**src/rtl/core/prj_pkg.sv**
```systemverilog
// Package of the range image projector: image geometry, command and register codes,
// shared structs and the square root and CORDIC step functions.
// No dependencies.
package prj_pkg;

	localparam int IMAGE_WIDTH  = 1024;
	localparam int IMAGE_HEIGHT = 64;
	localparam int COL_W        = $clog2(IMAGE_WIDTH);
	localparam int ROW_W        = $clog2(IMAGE_HEIGHT);
	localparam int QUO_W        = $clog2(IMAGE_HEIGHT + 1);
	localparam int NUM_W        = 17 + QUO_W;

	localparam int STORE_AW     = 16;
	localparam int STORE_DEPTH  = 1 << STORE_AW;
	localparam int RANGE_W      = 20;
	localparam int VWORD_W      = 32;
	localparam int VBIT_W       = $clog2(VWORD_W);
	localparam int VADDR_W      = STORE_AW - VBIT_W;
	localparam int VDEPTH       = STORE_DEPTH / VWORD_W;

	localparam int SQRT_STEPS   = 24;
	localparam int CORDIC_STEPS = 20;
	localparam int QUEUE_DEPTH  = 2;

	localparam logic [RANGE_W-1:0] RANGE_MAX = '1;

	localparam logic [1:0] CMD_CLEAR  = 2'd0;
	localparam logic [1:0] CMD_INSERT = 2'd1;
	localparam logic [1:0] CMD_LOOKUP = 2'd2;
	localparam logic [1:0] CMD_READ   = 2'd3;

	localparam int CFG_IDX_W  = 3;
	localparam int CFG_DATA_W = 20;
	localparam logic [CFG_IDX_W-1:0] REG_MIN_RANGE  = 3'd0;
	localparam logic [CFG_IDX_W-1:0] REG_MAX_RANGE  = 3'd1;
	localparam logic [CFG_IDX_W-1:0] REG_FOV_UP     = 3'd2;
	localparam logic [CFG_IDX_W-1:0] REG_FOV_DOWN   = 3'd3;
	localparam logic [CFG_IDX_W-1:0] REG_NEW_MARGIN = 3'd4;
	localparam logic [CFG_IDX_W-1:0] REG_GONE_MARGIN = 3'd5;

	typedef struct packed {
		logic [19:0] range_lo;
		logic [19:0] range_hi;
		logic [15:0] fov_up;
		logic [15:0] pitch_lo;
		logic [15:0] new_margin;
		logic [15:0] gone_margin;
	} cfg_t;

	typedef struct packed {
		logic [1:0]          cmd;
		logic                in_view;
		logic [STORE_AW-1:0] idx;
		logic [RANGE_W-1:0]  rng;
	} job_t;

	typedef struct packed {
		logic [27:0] rem;
		logic [23:0] root;
	} sq_t;

	typedef struct packed {
		logic signed [31:0] x;
		logic signed [31:0] y;
		logic signed [25:0] acc;
	} cordic_t;

	function automatic logic [21:0] atan_lut(input logic [4:0] i);
		logic [21:0] v;
		unique case (i)
			5'd0:    v = 22'd2097152;
			5'd1:    v = 22'd1238021;
			5'd2:    v = 22'd654136;
			5'd3:    v = 22'd332050;
			5'd4:    v = 22'd166669;
			5'd5:    v = 22'd83416;
			5'd6:    v = 22'd41718;
			5'd7:    v = 22'd20860;
			5'd8:    v = 22'd10430;
			5'd9:    v = 22'd5215;
			5'd10:   v = 22'd2608;
			5'd11:   v = 22'd1304;
			5'd12:   v = 22'd652;
			5'd13:   v = 22'd326;
			5'd14:   v = 22'd163;
			5'd15:   v = 22'd81;
			5'd16:   v = 22'd41;
			5'd17:   v = 22'd20;
			5'd18:   v = 22'd10;
			5'd19:   v = 22'd5;
			default: v = 22'd0;
		endcase
		return v;
	endfunction

	function automatic sq_t sqrt_step(input sq_t s, input logic [1:0] bits);
		sq_t n;
		logic [27:0] rs;
		logic [27:0] tr;
		rs = {s.rem[25:0], bits};
		tr = {2'b00, s.root, 2'b01};
		if (rs >= tr) begin
			n.rem  = rs - tr;
			n.root = {s.root[22:0], 1'b1};
		end else begin
			n.rem  = rs;
			n.root = {s.root[22:0], 1'b0};
		end
		return n;
	endfunction

	function automatic cordic_t cordic_pre(input logic signed [31:0] x,
		input logic signed [31:0] y);
		cordic_t c;
		if (x < 0) begin
			if (y >= 0) begin
				c.x   = y;
				c.y   = -x;
				c.acc = 26'sd4194304;
			end else begin
				c.x   = -y;
				c.y   = x;
				c.acc = -26'sd4194304;
			end
		end else begin
			c.x   = x;
			c.y   = y;
			c.acc = '0;
		end
		return c;
	endfunction

	function automatic cordic_t cordic_iter(input cordic_t c, input logic [4:0] i);
		cordic_t n;
		logic signed [31:0] dx;
		logic signed [31:0] dy;
		logic signed [25:0] t;
		dx = c.y >>> i;
		dy = c.x >>> i;
		t  = signed'({4'b0000, atan_lut(i)});
		if (c.y < 0) begin
			n.x   = c.x - dx;
			n.y   = c.y + dy;
			n.acc = c.acc - t;
		end else begin
			n.x   = c.x + dx;
			n.y   = c.y - dy;
			n.acc = c.acc + t;
		end
		return n;
	endfunction

	function automatic logic signed [17:0] cordic_angle(input logic signed [25:0] acc);
		logic signed [25:0] t;
		t = acc + 26'sd128;
		return t[25:8];
	endfunction

endpackage

```
**src/rtl/core/prj_queue.sv**
```systemverilog
// Short job queue between the projection front and the image back.
// Depends on prj_pkg.
module prj_queue (
	input  logic          clk,
	input  logic          arst_n,
	input  logic          push_valid,
	output logic          push_ready,
	input  prj_pkg::job_t push_job,
	output logic          pop_valid,
	input  logic          pop_ready,
	output prj_pkg::job_t pop_job
);
	import prj_pkg::*;

	localparam int PTR_W = (QUEUE_DEPTH > 1) ? $clog2(QUEUE_DEPTH) : 1;
	localparam int CNT_W = $clog2(QUEUE_DEPTH + 1);

	job_t             slot_q [QUEUE_DEPTH];
	logic [PTR_W-1:0] wr_q;
	logic [PTR_W-1:0] rd_q;
	logic [CNT_W-1:0] count_q;
	logic             do_push;
	logic             do_pop;

	assign push_ready = (count_q != CNT_W'(QUEUE_DEPTH));
	assign pop_valid  = (count_q != '0);
	assign pop_job    = slot_q[rd_q];
	assign do_push    = push_valid && push_ready;
	assign do_pop     = pop_valid && pop_ready;

	always_ff @(posedge clk or negedge arst_n) begin
		if (!arst_n) begin
			wr_q    <= '0;
			rd_q    <= '0;
			count_q <= '0;
		end else begin
			if (do_push) begin
				wr_q <= (wr_q == PTR_W'(QUEUE_DEPTH - 1)) ? '0 : wr_q + 1'b1;
			end
			if (do_pop) begin
				rd_q <= (rd_q == PTR_W'(QUEUE_DEPTH - 1)) ? '0 : rd_q + 1'b1;
			end
			if (do_push && !do_pop) begin
				count_q <= count_q + 1'b1;
			end else if (do_pop && !do_push) begin
				count_q <= count_q - 1'b1;
			end
		end
	end

	always_ff @(posedge clk) begin
		if (do_push) begin
			slot_q[wr_q] <= push_job;
		end
	end
endmodule

```
**config.mk**
```make
export PLATFORM = sky130hd
export DESIGN_NAME = prj_queue
export DESIGN_NICKNAME = d
export VERILOG_FILES = /design/src/rtl/core/prj_pkg.sv /design/src/rtl/core/prj_queue.sv
export SDC_FILE = /design/constraint.sdc
export NUM_CORES = 1
export LEC_CHECK = 0
export BUFFER_PORTS_ARGS = -buffer_cell sky130_fd_sc_hd__buf_2
export CAP_MARGIN = 15
export CELL_PAD_IN_SITES_DETAIL_PLACEMENT = 1
export CELL_PAD_IN_SITES_GLOBAL_PLACEMENT = 1
export CORE_ASPECT_RATIO = 0.75
export CORE_MARGIN = 2
export CORE_UTILIZATION = 35
export DETAILED_ROUTE_END_ITERATION = 12
export GPL_ROUTABILITY_DRIVEN = 0
export PLACE_DENSITY_LB_ADDON = 0.08
export SLEW_MARGIN = 10
export SYNTH_ARGS = -nofsm -noshare
export SYNTH_HDL_FRONTEND = slang
export SYNTH_SLANG_ARGS = --single-unit
```
**constraint.sdc**
```tcl
create_clock -name clk -period 3.2 [get_ports clk]
set_clock_uncertainty 0.15 [all_clocks]
set_input_delay 0.8 -clock clk [delete_from_list [all_inputs] [get_ports clk]]
set_output_delay 0.8 -clock clk [all_outputs]
set_load 0.05 [all_outputs]
```
# Word-level counts from Yosys, hierarchy flattened
# Memories as Yosys holds them, arrays and structs flattened.
# Index checks and enable logic that the tools add are counted.
[word_totals]
memories = 1
mem_bits_rw = 78
output_inout_bits = 41
reg_bits = 4
in_bits = 43
wordCells = 23
[classes]
add_sub_neg = 4
reduce_logical = 8
n_eq_ne = 1
muxes = 6
[mem_list]
columns = ["memory", "words", "word_bits", "rd", "rd_ports_with_merged_regs", "write_ports", "line", "rtl"]
rows = [
  ["slot_q", 2, 39, 1, 0, 1, "prj_queue.sv:18", "job_t slot_q [QUEUE_DEPTH];"],
]
[op_table]
columns = ["op", "count"]
rows = [
  ["logical AND 1 bit", 4],
  ["2-to-1 mux 1 bit", 4],
  ["2-to-1 mux 2 bit", 2],
  ["nonzero test 2 bit", 2],
  ["adder 1 bit, second input constant", 2],
  ["adder 2 x 1 -> 2 bit, second input constant", 1],
  ["logical NOT 1 bit", 2],
  ["!= test 2 bit, second input constant", 1],
  ["subtractor 2 x 1 -> 2 bit, second input constant", 1],
]

# Longest topological paths before layout
# Gate-level depths: netlist (run 1).
[logic_depth]
depth_word = 6
mapped_depth = 7
mapped_depth_nobuf = 7

# Worst setup path before layout (run 1)
# OpenSTA, ideal clock, no wires.
[synth_path]
path_kind = "input to register"
start = "input port push_valid"
end = "memory slot_q[0][0] in the netlist's numbering (enable)"
setup_time_ns = 0.435
path_stages = 2
arrival_time_ns = 2.536
slack_ns = 0.079
path_buffers = 0
required_time_ns = 2.615
path_cell_list = "nand2_1 -> nor2_1"
[synth_via]
elab_chain_cells = 3
[synth_lines]
columns = ["element", "line", "rtl"]
rows = [
  ["from (decl)", "prj_queue.sv:6", "input logic push_valid,"],
  ["logical AND 1 bit", "prj_queue.sv:28", "assign do_push = push_valid && push_ready;"],
  ["2-to-1 mux 1 bit", "prj_queue.sv:52", "if (do_push) begin"],
  ["2-to-1 mux 1 bit (implied by the code)", "prj_queue.sv:53", "slot_q[wr_q] <= push_job;"],
  ["to (decl)", "prj_queue.sv:18", ""],
]
# No other way between the ends.

==> results of run 1 <==
[registers in the layout (all words and copies together) (netlist names)]
signal and cells:
rd_q 1, wr_q 1, slot_q 78, count_q 2
[final cells by class]
cell class / count / area [sq um] / area share (%)
Multi-Input combinational cell: 52 / 550.5 / 14.19
Inverter: 1 / 3.754 / 0.09677
Clock buffer: 10 / 229.0 / 5.903
Clock inverter: 5 / 46.29 / 1.194
Sequential cell: 82 / 2444 / 63.00
Timing Repair Buffer: 87 / 470.5 / 12.13
Tap cell: 108 / 135.1 / 3.484
[how the worst max path moves through the flow]
stage,startpoint,to,slack [ps],depth (start not counted)
3_5_place_dp,rd_q$_DFFE_PN0P_,pop_job[24],770,3
2_1_floorplan,push_valid,slot_q[0][0]$_DFFE_PP_,80,2
6_report,rd_q$_DFFE_PN0P_,pop_job[24],460,3
5_1_grt,rd_q$_DFFE_PN0P_,pop_job[24],350,3
4_1_cts,rd_q$_DFFE_PN0P_,pop_job[12],410,3
3_3_place_gp,rd_q$_DFFE_PN0P_,pop_job[17],780,3
[cell usage in the layout, fill, tap and decap left out]
master	Yosys	routed
mux2_2	39	39
nand2_1	1	1
nor2_1	2	1
clkinv_1	0	3
edfxtp_1	78	78
dfrtp_1	4	3
dfrtp_2	0	1
clkbuf_16	0	9
buf_4	0	2
buf_12	0	2
and3_2	0	1
nand2_2	1	1
inv_1	1	1
nand2b_4	1	1
clkbuf_1	0	1
or2_4	1	1
buf_2	0	83
xnor2_1	3	3
clkinv_2	0	1
bufinv_16	0	1
nor2_4	0	1
ha_1	1	1
xor2_1	2	2
[layer usage]
| layer | routed length [um] | part of all wire [%] | up-vias |
|---|---|---|---|
| li1 | - | - | 724 |
| met3 | 326 | 5.7 | 5 |
| met1 | 2332 | 41 | 789 |
| met2 | 2996 | 53 | 52 |
| met5 | 0 | 0 | - |
| met4 | 43 | 0.75 | 0 |
[where the power goes]
part / internal, mW / switching [mW] / total (mW)
clock: 0.590 / 0.356 / 0.946
combinational: 0.518 / 1.24 / 1.76
sequential: 1.47 / 0.121 / 1.59
[cell families after synthesis]
logic type	share of synthesized area, %
flops	80.53
mux	14.48
simple gates	1.527
xor+xnor	1.444
buf+inv	1.609
fa+ha+maj	0.4125
[through the flow]
step | power (mW) | instance area (sq um) | util (%) | instances
CTS | 4.364 | 3879 | 45.88 | 345
global route | 4.510 | 3879 | 45.88 | 345
global placement | 3.363 | 3603 | 42.62 | 330
floorplan | 2.996 | 3033 | - | 139
finish | 4.297 | 3879 | 45.88 | 345
detailed placement | 3.402 | 3603 | 42.62 | 330
[worst max-delay path: cells and delay by family, from the launching register on]
| family | cells | cell delay (ps) |
|---|---|---|
| DFF | 1 | 650 |
| buffers and inverters | 2 | 450 |
| muxes | 1 | 360 |
==> out/metrics.cfg, run 1 <==
[outcome]
status=finished clean

[sta]
final_hold_viol_count=0
tns_ps=0
worst_pin_slew_ps=777.7
fin_crit_ps=2744
holdWs_ps=124.8
fmax_ghz=0.3644
timing.slew.headroom_pct=48.15
drv_slew=0
final.setup.worst_slack_ps=456.1
setup_viol=0
rsz0062_at_grt=false
layout_worst_path_cycle_share_pct=85.75

[synth]
synthFlopType=edfxtp_1
synth_cell_types=14
yosysWarnings=0
synth_common_cells=edfxtp_1, mux2_2, buf_6, dfrtp_1, xnor2_1
yosysMostFrequentCell=edfxtp_1
netlist.area_leader.share_pct=77.23
synthArstFlopShare_pct=4.878
synth-edff-count=78
synthTopCellsByArea=edfxtp_1, mux2_2, dfrtp_1
avgSynthCellArea_sq_um=21.82
synth_cells=139
yosysTopAreaCell=edfxtp_1
ys_seq_elements=82
syn_area_sq_um=3033
ys_seq_area_share_pct=80.53
synthesis.nets=183

[global_route]
grtUsageMet2_pct=22.73
grtUsageTotal_pct=12.87
globalRouteMet3Util_pct=4.838
overflow=0
grt_first_pass_wirelength_um=9190
antenna_found_initial=0
grt_use_met1_pct=14.49
grt_most_used_layer=met2
grt_max_degree=40
grt_pass1_vias=1776

[placement]
port_buffers=83
hpwl_um=3955
dp_slack_ps=768.7

[critical_path]
reg2regPathDepth=3
cpPeakStageDelay_ps=650
cp.arrival_ps=1790
critPathMaxFanout=22
cpMaxStageDelayCell=dfrtp_2
crit_type=register to primary output
crit_path_end_kind=primary output
r2r_end=slot_q[1][30]$_DFFE_PP_
required_ps=2250
timing.rr.start=count_q[0]$_DFFE_PN0P_
crit_chain=buf_12 > mux2_2 > buf_2
cp-start-kind=register
rrSetupSlack_ps=1180

[detailed_routing]
ant_nets=0
drtPass1Iterations=4
wire_per_inst_um=16.52
drc=0
routed-via-count=1570
avgViaCountPerCell=4.551
drt-total-wl_um=5698
drt-initial-drc-count=34

[floorplan]
fp.dieW_um=111.5
die_h_um=84.62
die-area_sq_um=9434
rows=29
io_pins=84
initial_utilization_pct=35.87
core-area_sq_um=8454

[cts]
postCtsResizedCells=0
clk_path_buf_depth=2
cts-root-buf=clkbuf_16
cts_max_level=3
path_clk_slew_ps=50
clock_latency_ps=320
cts_buffers=9
cts_setup_buffers=0
cts_sinks=82
holdBufCountCts=0
cts_tree=built

[min_path]
hold_class=input pin to async pin

[pwr]
pwr_density_cell_nw_per_um2=1108
power_leakage_nw=1.469
irDropWorstVdd_mv=0.4125

[flow_run]
drv_cap=0

[layout]
drive_gt1_share_pct=60.34
num-nets-final=277
n_fill_cell=818
diodes=0
area_delta_synth_final_pct=27.89

(Power assumes the default switching activity.)
==> run 2, diff against run 1 <==
--- a/config.mk
+++ b/config.mk
@@ -5,6 +5,7 @@
 export SDC_FILE = /design/constraint.sdc
 export NUM_CORES = 1
 export LEC_CHECK = 0
+export ABC_AREA = 1
 export BUFFER_PORTS_ARGS = -buffer_cell sky130_fd_sc_hd__buf_2
 export CAP_MARGIN = 15
 export CELL_PAD_IN_SITES_DETAIL_PLACEMENT = 1
==> run 2 against run 1 <==
Flip-flop and latch count did not move. First-iteration DRC count grew 140%. Final area up 2.4%. Fmax fell by 0.84%. Worst hold slack lost 0.85 ps. Utilization is 0.29 points higher. Clock-buffer cell count grew 1. Global-route usage grew 0.75 points. Via count increased by 23%.
==> out/metrics.cfg, run 2 <==
[outcome]
status=finished clean

[floorplan]
core-area_sq_um=8600
die-area_sq_um=9781
rows=29
die_h_um=86.15
initial_utilization_pct=36.62
fp.dieW_um=113.5
io_pins=84

[critical_path]
crit_type=register to primary output
required_ps=2250
crit_path_end_kind=primary output
critPathMaxFanout=29
cp-start-kind=register
cp.arrival_ps=1820

[synth]
yosysMostFrequentCell=nand2_1
syn_area_sq_um=3149
avgSynthCellArea_sq_um=13.52
ys_seq_area_share_pct=77.55
synth_cells=233
synth-edff-count=78
synthArstFlopShare_pct=4.878
synth_common_cells=nand2_1, edfxtp_1, buf_6
synth_cell_types=17
synthesis.nets=277
synthTopCellsByArea=edfxtp_1, nand2_1, dfrtp_1
netlist.area_leader.share_pct=74.37
yosysTopAreaCell=edfxtp_1
ys_seq_elements=82
synthFlopType=edfxtp_1
yosysWarnings=0

[detailed_routing]
drt-total-wl_um=5965
avgViaCountPerCell=4.435
routed-via-count=1925
drt-initial-drc-count=80
drtPass1Iterations=4
drc=0
wire_per_inst_um=13.74
ant_nets=0

[global_route]
grtUsageTotal_pct=13.62
grt_max_degree=41
overflow=0
grt_first_pass_wirelength_um=10030
antenna_found_initial=1
grt_pass1_vias=2078

[cts]
path_clk_slew_ps=60
cts_sinks=82
holdBufCountCts=0
cts-root-buf=clkbuf_16
cts_max_level=3
cts_tree=built
clock_latency_ps=320
clk_path_buf_depth=2
postCtsResizedCells=0
cts_setup_buffers=0
cts_buffers=9

[layout]
final_cell_mix=nand2_1, buf_2, edfxtp_1, clkbuf_16, inv_1
drive_gt1_share_pct=34.05
num-nets-final=365
largestRegisters=slot_q: 78 flops, count_q: 2 flops
instances_no_fill=434
layout_commonest_cell=nand2_1
regMostFlops=slot_q
largest_reg_flops=78
area_delta_synth_final_pct=26.06
diodes=0

[placement]
port_buffers=83
dp_cells=418
hpwl_um=3960

[sta]
timing.slew.headroom_pct=58.12
fin_crit_ps=2767
setup_viol=0
worst_pin_slew_ps=628.2
layout_worst_path_cycle_share_pct=86.48
drv_slew=0
tns_ps=0
rsz0062_at_grt=false
fmax_ghz=0.3614
final_hold_viol_count=0

[min_path]
hold_class=input pin to async pin

[flow_run]
drv_cap=0

run 2: kinds of logic (layout without fill, tap and decap cells):
| logic type | count (synthesis) | count (layout) | synth area share (%) |
|---|---|---|---|
| XOR/XNOR | 2 | 2 | 0.7948 |
| flip-flops | 82 | 82 | 77.55 |
| adder cells (fa/ha/maj) | 1 | 1 | 0.3972 |
| AND/OR/NAND/NOR | 132 | 132 | 16.85 |
| buffers and inverters | 16 | 109 | 4.410 |
run 2: final timing paths:
kind,end,startpoint,slack (ps),cells past startpoint
hold / removal,wr_q$_DFFE_PN0P_,arst_n,120,1
setup / recovery,pop_job[14],rd_q$_DFFE_PN0P_,430,4
min in group clk,count_q[0]$_DFFE_PN0P_,count_q[0]$_DFFE_PN0P_,360,1
setup reg to reg,slot_q[1][18]$_DFFE_PP_,count_q[0]$_DFFE_PN0P_,1450,5
hold reg to reg,count_q[0]$_DFFE_PN0P_,count_q[0]$_DFFE_PN0P_,360,1
max in group asynchronous,rd_q$_DFFE_PN0P_,arst_n,2640,1
run 2: layout make-up:
cell class	count	area [sq um]
fill	919	4629
sequential	82	2444
multi-input combinational	135	583.1
timing repair buffer	86	462.9
clock buffer	11	232.7
tap	108	135.1
clock inverter	5	78.83
inverter	7	33.78
run 2: metal layers:
layer	global-route usage (%)	vias to the layer above	part of all wire (%)
li1	-	951	-
met1	16.10	907	43
met2	22.70	59	48
met3	5.442	8	7.4
met4	4.989	0	1.2
met5	0	-	0
run 2: worst max-delay path, cell delays in order, from the launching register on:
cell	delay, ps
dfrtp_2	770
buf_4	310
nand2_1	70
nand2_1	80
buf_2	260
run 2: per-stage QoR:
stage                     setup WS, ps  hold WS [ps]  util (%)  cell area (sq um)
after floorplan                  101.1         335.4         -               3149
after global placement           767.9         362.8     42.54               3659
after detailed placement         744.2         354.2     42.54               3659
after CTS                        389.6         115.6     46.17               3970
after global routing             296.4         113.2     46.17               3970
final                            432.7         123.9     46.17               3970
Power of run 2 is not shown: default switching activity piles up to over one toggle a cycle in this logic, so the estimate is an artifact.
